### src/sv/codepoint_glyph_row_renderer_assert.svh
// Assertion macros shared by the glyph row renderer RTL.
`ifndef CODEPOINT_GLYPH_ROW_RENDERER_ASSERT_SVH
`define CODEPOINT_GLYPH_ROW_RENDERER_ASSERT_SVH

// Checked only while the block is out of reset.
`define CGR_ASSERT(label, prop, msg) \
  label: assert property (@(posedge clk_i) disable iff (!rst_ni) prop) else $error(msg);

// Checked at every clock edge, reset included.
`define CGR_ASSERT_ALWAYS(label, prop, msg) \
  label: assert property (@(posedge clk_i) prop) else $error(msg);

`endif

### src/sv/cgr_ram.sv
// Generic single-write, single-read RAM with registered read data.
module cgr_ram #(
  parameter int WIDTH = 8,
  parameter int DEPTH = 16
) (
  input  logic                     clk_i,
  input  logic                     we_i,
  input  logic [$clog2(DEPTH)-1:0] waddr_i,
  input  logic [WIDTH-1:0]         wdata_i,
  input  logic                     re_i,
  input  logic [$clog2(DEPTH)-1:0] raddr_i,
  output logic [WIDTH-1:0]         rdata_o
);

  logic [WIDTH-1:0] mem_q [DEPTH];
  logic [WIDTH-1:0] rdata_q;

  always_ff @(posedge clk_i) begin
    if (we_i) begin
      mem_q[waddr_i] <= wdata_i;
    end
    if (re_i) begin
      rdata_q <= mem_q[raddr_i];
    end
  end

  assign rdata_o = rdata_q;

endmodule

### config.mk
export PLATFORM = sky130hd
export DESIGN_NAME = cgr_ram
export DESIGN_NICKNAME = d
export VERILOG_FILES = /design/src/sv/codepoint_glyph_row_renderer_assert.svh /design/src/sv/cgr_ram.sv
export SDC_FILE = /design/constraint.sdc
export NUM_CORES = 1
export LEC_CHECK = 0
export BUFFER_PORTS_ARGS = -buffer_cell sky130_fd_sc_hd__buf_2
export CORE_MARGIN = 2
export CORE_UTILIZATION = 50
export DETAILED_ROUTE_END_ITERATION = 8
export PLACE_DENSITY = 0.72
export SLEW_MARGIN = 5
export SYNTH_ARGS = -nofsm -noshare
export SYNTH_HDL_FRONTEND = slang
export SYNTH_SLANG_ARGS = --single-unit
export TNS_END_PERCENT = 20
### constraint.sdc
create_clock -name clk_i -period 2.1 [get_ports clk_i]
set_input_delay 0.42 -clock clk_i [delete_from_list [all_inputs] [get_ports clk_i]]
set_output_delay 0.42 -clock clk_i [all_outputs]
set_load 0.01 [all_outputs]
Yosys cells after proc, flatten, opt, wreduce, memory -nomap -nowiden
Memories as Yosys holds them, arrays and structs flattened. A register that Yosys moved wholly into a read port is not among the register bits.
Index checks and enable logic that the tools add are counted.
{"block": "word_totals", "register_bits": 0, "ramBits": 128, "in_bits": 19, "output_inout_bits": 8, "elab_cells": 3, "mem_count": 1}
{"memory": "mem_q", "words": 16, "word_bits": 8, "read_ports": 1, "rd_clocked_by_memory_dff": 1, "write_ports": 1, "line": "cgr_ram.sv:15", "rtl": "logic [WIDTH-1:0] mem_q [DEPTH];"}
{"block": "classes", "mux": 2}
{"op": "$mux W1", "count": 2}

Logic depth before layout (Yosys ltp)
Gate-level depths: netlist (run 1).
{"block": "logic_depth", "ltp_word": 2, "mapped_depth": 5, "mapped_depth_nobuf": 3}

Worst setup path before layout (run 1)
No wires, ideal clock.
{"block": "synth_path", "path_kind": "input to register", "start": "input port waddr_i[2]", "end": "memory mem_q[0][0], enable pin", "setup_time_ns": 0.383, "arrival_time_ns": 1.530, "t_required_ns": 1.717, "setup_slack_ns": 0.187, "stages": 2, "n_path_buf": 0, "cell_sequence": "or3b_2 nor3_1"}
{"item": "start: declaration", "line": "cgr_ram.sv:8", "rtl": "input logic [$clog2(DEPTH)-1:0] waddr_i,"}
{"item": "end: declaration", "line": "cgr_ram.sv:15"}
Straight into the memory's write port.

==> run summary, run 1 <==
status: finished clean
commonest non-fill, non-tap cell in the layout: edfxtp_1
Min Clock Period, post-route: 1.58 ns
diodes inserted: 0
max cap viols: 0
Final setup viols: 0
WP depth: 5
area occupied by multi-input gates: 1060 sq um
Critical Path, Cell by Cell: buf_2 > buf_12 > mux4_1 > a22oi_1 > nand2_1
Post-CTS Setup Bufs: 0
# DRC: 0
vias in the first global route: 2560
FF+latch area: 4080 sq um
r2r startpoint: mem_q[1][2]$_DFFE_PP_
Initial Utilization: 0.511
Routability Congestion: 0.747
Via density: 5.86
clk root buf: clkbuf_8
Clk pin slew, worst setup/hold paths: 0.06 ns
hold buffers post-CTS: 0
Worst-Margin Slew: 0.446 ns
register area share after synthesis: 0.781
ratio of cells with drive above 1 in the final layout: 0.327
Post-Syn Area: 5230 sq um
data required time of the worst path: 2.37 ns
R2R Setup Slk: 0.57 ns
first-pass GRT wire length: 15.3 mm
Clock Latency Late Sink: 0.51 ns
first-pass detailed-route iteration total: 4
worst hold path startpoint: re_i
CTS Sinks: 136
worst setup margin: 0.524 ns
FILL cells: 687
crit path capture type: register
Synth warnings: 0
die height: 106 um
final std cells w/o fill: 436
CTS tree: built
leakage power: 0.00212 uW
Max VDD drop: 0.801 mV
Hold/Removal Path Class: input port to register
top-level I/O count: 27
r2r endpoint: rdata_o[2]$_DFFE_PP_
Synth Area per Inst: 22.8 sq um
cell family with most CP delay: multiplexers
core area: 10200 sq um
chip width: 106 um
Worst Reg-to-Reg Cells: 3
Rel. slew slack: 0.703
Place WS: 0.0593 ns
Power Density: 1010 nW/um^2
PortBufs: 26
CTS buffer count: 17
pin count of the biggest net entering global routing: 20
WP buf/inv: 2
DP HPWL: 6.32 mm
Max Freq: 634 MHz
Rows: 37
area delta synth->final: 19.4%
Overflow after GRT: 0
most frequent cells in the layout: edfxtp_1 (136), buf_2 (26), buf_4 (20)
post-synth cell types: 18
Synth Net Count: 248
Hold Violations, Final: 0
CTS H-tree lvls: 4
final worst path period share: 0.751
Resize count post-CTS: 0
Arr. time, crit path: 1.84 ns
Die Footprint: 11300 sq um
Avg WL per Cell: 23.3 um
worst clock skew: 0.00656 ns
Yosys reg bits: 136
Post-Route WL: 10.2 mm
DRT antenna net count: 0
Final Max Slew Viols: 0
# nets final: 306
Worst path max stage delay: 0.60 ns
DR iter-0 viols: 149
initial antenna violation count: 0
Critical-path top delay cell: mux4_1
WHS: 0.274 ns
RSZ-0062 raised after global routing: no
Worst Setup SP: raddr_i[0]
GRT Total Usage: 0.196
kind of critical path: input port to register
Max clock buf depth: 2
startpoint types: input port
Gate Count Post-Synth: 229
Fin Setup TNS: 0 ns
crit path max fanout: 16
via count: 2556
Critical Path Sink: rdata_o[5]$_DFFE_PP_
dpl cells: 404
[routing by layer]
| layer | up-vias | routed length, um | track usage | part of all wire |
|---|---|---|---|---|
| li1 | 1101 | - | - | - |
| met1 | 1326 | 4390 | 0.271 | 0.43 |
| met2 | 116 | 4900 | 0.294 | 0.48 |
| met3 | 13 | 739 | 0.0668 | 0.073 |
| met4 | 0 | 152 | 0.0677 | 0.015 |
| met5 | - | 0 | 0 | 0 |
[worst min-delay path by stage]
stage                                  to  cells after the start
global route         rdata_o[2]$_DFFE_PP_                      1
finish               rdata_o[2]$_DFFE_PP_                      1
floorplan           mem_q[0][0]$_DFFE_PP_                      0
CTS                  rdata_o[2]$_DFFE_PP_                      1
global placement     rdata_o[7]$_DFFE_PP_                      3
detailed placement   rdata_o[7]$_DFFE_PP_                      3
[area by class of cell]
cell class,count,area share
timing repair buffer,49,0.0545
tap,136,0.0273
clock buffer,18,0.0669
sequential,136,0.654
multi-input combinational,83,0.169
clock inverter,14,0.0277
[cell families after synthesis]
kind of cell	after synthesis	share of synthesized area
flip-flops	136	0.781
AND/OR/NAND/NOR	35	0.0314
multiplexers	32	0.148
AO/OA/AOI/OAI	16	0.0230
buffers and inverters	10	0.0165
[synth_stat cells]
cell type          n  area share
and2b_1            1      0.0014
buf_2              3      0.0029
and2_1             1      0.0012
nor2_1            13      0.0093
mux4_1            14       0.070
a22oi_1           16       0.023
buf_4              1      0.0014
nand3_1            1     0.00096
nor3_1             4      0.0038
clkdlybuf4s25_2    3      0.0057
buf_6              3      0.0065
nand3b_1           2      0.0029
nand2b_1           2      0.0024
nor2b_1            1      0.0012
edfxtp_1         136        0.78
mux4_2            18       0.078
or3b_2             1      0.0017
nand2_1            9      0.0065
[through the flow]
step                      cell area (sq um)   util  total power (uW)
after floorplan                        5230      -              3290
after global placement                 5650  0.552              3410
after detailed placement               5650  0.552              3420
after CTS                              6240  0.610              6310
after global routing                   6240  0.610              6470
final                                  6240  0.610              6280
[power by group]
part	switching [uW]	leakage [uW]	internal, uW
clock	1100	0.000276	1810
combinational	165	0.000608	126
sequential	17.1	0.00124	3060
[flip-flops by register name, summed over array words and instances (netlist names)]
name and flops:
mem_q 128, rdata_o 8
No activity file was read; power rests on OpenSTA's default activity.
==> run 2, diff against run 1 <==
ABC_AREA = 1   (was not set)
clock period = 1.63 ns   (was 2.1 ns; I/O delays follow)
==> run 2 against run 1 <==
Final cell count rose by 72%. Global-route usage rose by 2.6 points. Synthesized cell count rose by 140%. First-iteration DRC count rose to 3.7 times the previous value. Worst setup slack got worse by 0.22 ns.
==> run summary, run 2 <==
Clock power frac: 0.471 (+0.007)
Worst path max stage delay: 0.42 ns (-0.18 ns)
EDFF count, synth: 136 (unchanged)
Max clock buf depth: 2 (unchanged)
data required time of the worst path: 1.30 ns (-1.07 ns)
commonest cells in the netlist: nand2_1 (173), edfxtp_1 (136), inv_1 (100)
status: finished clean
kind of critical path: register to output port
top post-synthesis cells by area: edfxtp_1 (70%), nand2_1 (11%), nand3_1 (8.3%), inv_1 (6.4%), buf_6 (1.2%)
WP buf/inv: 1 (-1)
max reg flops: 128 (unchanged)
Rows: 39 (+5.4%)
DP HPWL: 7.87 mm (+25%)
Overflow after GRT: 0 (unchanged)
Initial Utilization: 0.512 (+0.00111)
Worst Reg-to-Reg Cells: 6 (+3)
via count: 3947 (+54%)
GRT Total Usage: 0.222 (+0.0259)
worst clock skew: 0.00541 ns (-0.00115 ns)
Yosys reg bits: 136 (unchanged)
M1 WL: 5.50 mm (+25%)
clk root buf: clkbuf_16
Sw Share: 0.212 (+0.00756)
Final Max Slew Viols: 0 (unchanged)
register area share after synthesis: 0.698 (-0.0828)
CTS H-tree lvls: 4 (unchanged)
initial antenna violation count: 0 (unchanged)
Critical Path, Cell by Cell: buf_2
Synth warnings: 0 (unchanged)
DRT antenna net count: 0 (unchanged)
Place WS: 0.0226 ns (-0.0367 ns)
Clock Latency Late Sink: 0.42 ns (-0.09 ns)
Arr. time, crit path: 1.00 ns (-0.84 ns)
Avg WL per Cell: 17.5 um (-25%)
PortBufs: 26 (unchanged)
Post-Syn Area: 5850 sq um (+12%)
first-pass detailed-route iteration total: 5 (+1)
vias in the first global route: 3791 (+48%)
commonest non-fill, non-tap cell in the layout: nand2_1
wire length on met3: 1.05 mm (+42%)
first-pass GRT wire length: 20.6 mm (+34%)
crit path capture type: output port
WL met2: 6.25 mm (+27%)
core area: 11400 sq um (+12%)
Worst-Margin Slew: 0.650 ns (+0.204 ns)
pin count of the biggest net entering global routing: 40 (+100%)
worst hold path depth: 1 (unchanged)
worst setup margin: 0.300 ns (-0.224 ns)
Hold Violations, Final: 0 (unchanged)
hold buffers post-CTS: 0 (unchanged)
# nets final: 614 (+100%)
Synth Net Count: 570 (+130%)
# DRC: 0 (unchanged)
Via density: 5.26 (-10%)
max cap viols: 0 (unchanged)
Synth area leader: edfxtp_1
ratio of cells with drive above 1 in the final layout: 0.130 (-0.197)
Main synth FF type: edfxtp_1
most common cell in the netlist: nand2_1
Max VDD drop: 0.671 mV (-16%)
WP depth: 1 (-4)
Largest Register: mem_q
Gate Count Post-Synth: 551 (+140%)
Synth Area per Inst: 10.6 sq um (-54%)
area delta synth->final: 16.5%
leakage power: 0.00296 uW (+39%)
DR iter-0 viols: 548 (+270%)
CTS buffer count: 17 (unchanged)
RSZ-0062 raised after global routing: no
Clk pin slew, worst setup/hold paths: 0.06 ns (about the same)
Max Freq: 752 MHz
area share of the largest cell type after synthesis: 0.698 (-0.0828)
top-level I/O count: 27 (unchanged)
Sequential Power Share: 0.471 (-0.019)
startpoint types: register
post-synth cell types: 11 (-7)
Min Clock Period, post-route: 1.33 ns
most frequent cells in the layout: nand2_1 (173), edfxtp_1 (136), inv_1 (100)
Post-CTS Setup Bufs: 0 (unchanged)
Rel. slew slack: 0.566 (-0.137)
ys async rst share: 0 (unchanged)
Final setup viols: 0 (unchanged)
CTS tree: built
Power Density: 1240 nW/um^2 (+23%)
final total power: 8410 uW (+34%)
diodes inserted: 0 (unchanged)
sw power: 1780 uW (+39%)
die height: 112 um (+5.5%)
Fin Setup TNS: 0 ns (unchanged)
combinational share of power: 0.058 (+0.012)
CTS Sinks: 136 (unchanged)
Routability Congestion: 0.944 (+26%)
Critical-path top delay cell: edfxtp_1
chip width: 112 um (+5.5%)
fin util: 0.597 (-0.0136)
highest metal layer with signal wires: met4
crit path max fanout: 1 (-15)
Post-Route WL: 13.2 mm (+29%)
final worst path period share: 0.816
Resize count post-CTS: 0 (unchanged)
Internal: 6630 uW (+33%)
Hold/Removal Path Class: input port to register
Die Footprint: 12600 sq um (+11%)
cell family with most CP delay: flip-flops
==> run 2: cell count changes after synthesis, sizes merged <==
| cell | previous run | this run |
|---|---|---|
| buf | 7 | 24 |
| nor2 | 13 | 17 |
| clkdlybuf4s25 | 3 | 0 |
| nand2b | 2 | 0 |
| a22oi | 16 | 0 |
| and2b | 1 | 0 |
| nand3 | 1 | 97 |
| nand2 | 9 | 173 |
| inv | 0 | 102 |
| mux4 | 32 | 0 |
| nor3 | 4 | 0 |
| nor2b | 1 | 0 |
| and2 | 1 | 0 |
| or3b | 1 | 0 |
==> run 2: cells by family after synthesis <==
kind of cell	count (synthesis)	synth area share
and+or+nand+nor	289	0.208
buffers and inverters	126	0.0939
DFF	136	0.698
==> run 2: path summary, 6_finish.rpt <==
kind,startpoint,endpoint,slack (ns)
worst max-delay path,rdata_o[2]$_DFFE_PP_,rdata_o[2],0.30
worst min-delay path,re_i,rdata_o[7]$_DFFE_PP_,0.27
worst max register to register,mem_q[5][0]$_DFFE_PP_,rdata_o[0]$_DFFE_PP_,0.43
worst min register to register,mem_q[15][4]$_DFFE_PP_,rdata_o[4]$_DFFE_PP_,0.75
==> run 2: routing by layer <==
metal,global-route usage,vias up
met2,0.332,171
met5,0,-
met1,0.307,1879
li1,-,1869
met4,0.107,0
met3,0.0551,28
==> run 2: through the flow <==
stage                     cell area [sq um]  hold WS, ns  cells
final                                  6810        0.270    751
after global placement                 6200        0.684    719
after CTS                              6810        0.256    751
after detailed placement               6200        0.694    719
after global routing                   6810        0.263    751
after floorplan                        5850        0.425    551
==> run 2: layout make-up <==
cell class / instances / area (sq um)
clock buffers: 19 / 433
inverters: 102 / 383
multi-input cells: 289 / 1210
flip-flops and latches: 136 / 4080
clock inverters: 13 / 179
repair buffers: 49 / 340
well taps: 143 / 179
fillers: 916 / 4610
==> run 2: power by group through the flow <==
stage,clock network [uW],registers [uW],logic [uW]
floorplan,0,4040,276
global placement,0,4030,466
detailed placement,0,4040,481
CTS,3990,3960,486
global route,4130,3970,542
finish,3960,3960,488
==> run 3, diff against run 2 <==
PLACE_DENSITY = 0.75   (was 0.72)
clock period = 1.2 ns   (was 1.63 ns; I/O delays follow)
==> run 3 against run 2 <==
The flow now finishes with violations (setup timing). Hold slack got worse by 0.076 ns. Critical path depth unchanged. Combinational power increased by 40%. Final area increased by 1.4%. Clock-buffer cell count decreased by 2. Final cell count increased by 0.80%. Critical path type unchanged. Largest cell class unchanged. Largest power group is now the clock network.
==> run summary, run 3 (same netlist as run 2, synthesis figures left out) <==
Clk pin slew, worst setup/hold paths: 0.06 ns (about the same)
# DRC: 0 (unchanged)
clk root buf: clkbuf_16
DP HPWL: 8.18 mm (+3.9%)
Rows: 39 (unchanged)
Critical-path top delay cell: edfxtp_1
Routability Congestion: 0.851 (-9.8%)
kind of critical path: register to output port
RSZ-0062 raised after global routing: yes
Largest Register: mem_q
first-pass GRT wire length: 20.2 mm (-1.6%)
ratio of cells with drive above 1 in the final layout: 0.147 (+0.0166)
Overflow after GRT: 0 (unchanged)
startpoint types: register
hold buffers post-CTS: 0 (unchanged)
CTS Sinks: 136 (unchanged)
dpl cells: 726 (+0.97%)
WHS: 0.195 ns (-0.0757 ns)
most frequent cells in the layout: nand2_1 (173), edfxtp_1 (136), inv_1 (100)
DRT antenna net count: 0 (unchanged)
worst clock skew: 0.00633 ns (+0.000927 ns)
Worst path max stage delay: 0.43 ns (about the same)
core area: 11400 sq um (unchanged)
Die Footprint: 12600 sq um (unchanged)
worst setup margin: -0.0465 ns (-0.347 ns)
final std cells w/o fill: 757 (+0.80%)
Avg WL per Cell: 16.9 um (-3.6%)
Max Freq: 802 MHz
Min Clock Period, post-route: 1.25 ns
crit path max fanout: 1 (unchanged)
fin util: 0.605 (+0.00833)
FILL cells: 913 (-0.33%)
PortBufs: 26 (unchanged)
Max VDD drop: 0.968 mV (+44%)
max cap viols: 0 (unchanged)
cell family with most CP delay: flip-flops
Post-Route WL: 12.8 mm (-2.8%)
# nets final: 621 (+1.1%)
Initial Utilization: 0.512 (unchanged)
via count: 3927 (-0.51%)
vias in the first global route: 3968 (+4.7%)
initial antenna violation count: 0 (unchanged)
final worst path period share: 1.04
die height: 112 um (unchanged)
WP buf/inv: 1 (unchanged)
total placed instance area: 6260 sq um (+1.0%)
crit path capture type: output port
first-pass detailed-route iteration total: 5 (unchanged)
chip width: 112 um (unchanged)
final total power: 11600 uW (+38%)
commonest non-fill, non-tap cell in the layout: nand2_1
DR iter-0 viols: 328 (-40%)
Final Cell Area: 6910 sq um (+1.4%)
Power Density: 1680 nW/um^2 (+36%)
top-level I/O count: 27 (unchanged)
Final setup viols: 1 (+1)
Hold Violations, Final: 0 (unchanged)
Clock Latency Late Sink: 0.41 ns (about the same)
Worst-Margin Slew: 0.412 ns (-0.238 ns)
max reg flops: 128 (unchanged)
Max clock buf depth: 2 (unchanged)
leakage power: 0.00301 uW (+1.9%)
Critical Path, Cell by Cell: buf_2
failing checks: setup timing
status: finished with violations
Via density: 5.19 (-1.3%)
data required time of the worst path: 0.96 ns (-0.34 ns)
area delta synth->final: 18.1%
Hold/Removal Path Class: input port to register
Rel. slew slack: 0.726 (+0.160)
GRT Total Usage: 0.216 (-0.00515)
diodes inserted: 0 (unchanged)
Final Max Slew Viols: 0 (unchanged)
CTS H-tree lvls: 4 (unchanged)
pin count of the biggest net entering global routing: 45 (+13%)
CTS buffer count: 17 (unchanged)
Arr. time, crit path: 1.01 ns (about the same)
CTS tree: built
-- run 3: area by class of cell --
class | instances | area [sq um] | share of cell area
flip-flops and latches | 136 | 4080 | 0.591
multi-input cells | 289 | 1220 | 0.177
clock buffers | 17 | 425 | 0.0616
repair buffers | 56 | 405 | 0.0587
inverters | 102 | 383 | 0.0554
clock inverters | 14 | 206 | 0.0299
well taps | 143 | 179 | 0.0259
-- run 3: final timing paths --
check | startpoint | end | slack [ns] | cells after the start
max | rdata_o[2]$_DFFE_PP_ | rdata_o[2] | -0.05 | 1
min | re_i | rdata_o[7]$_DFFE_PP_ | 0.19 | 1
max reg2reg | mem_q[4][0]$_DFFE_PP_ | rdata_o[0]$_DFFE_PP_ | 0.04 | 6
min reg2reg | mem_q[14][6]$_DFFE_PP_ | rdata_o[6]$_DFFE_PP_ | 0.75 | 6
-- run 3: per-layer routing --
metal,vias to the layer above,share of wire,GRT usage
li1,1886,-,-
met1,1871,0.43,0.283
met2,139,0.49,0.351
met3,31,0.057,0.0470
met4,0,0.028,0.0976
met5,-,0,0
-- run 3: where the power goes --
group / total [uW] / switching, uW / internal (uW) / leakage (uW)
combinational: 685 / 466 / 219 / 0.00147
clock: 5550 / 1900 / 3650 / 0.000306
sequential: 5380 / 27.9 / 5350 / 0.00124
total: 11600 / 2390 / 9230 / 0.00301
-- run 3: per-stage QoR --
step | TNS [ns] | setup slack [ns]
floorplan | 0 | 0.00916
global placement | -2.47 | -0.216
detailed placement | -3.38 | -0.242
CTS | -0.0625 | -0.0625
global route | -0.0721 | -0.0686
finish | -0.0465 | -0.0465
-- run 3: what timing repair did --
action | 4_1_cts | 5_1_grt
pin swaps | 0 | 0
setup buffers | 0 | 0
setup endpoints to repair | 1 | 3
resized for setup | 0 | 2
gates cloned | 0 | 0
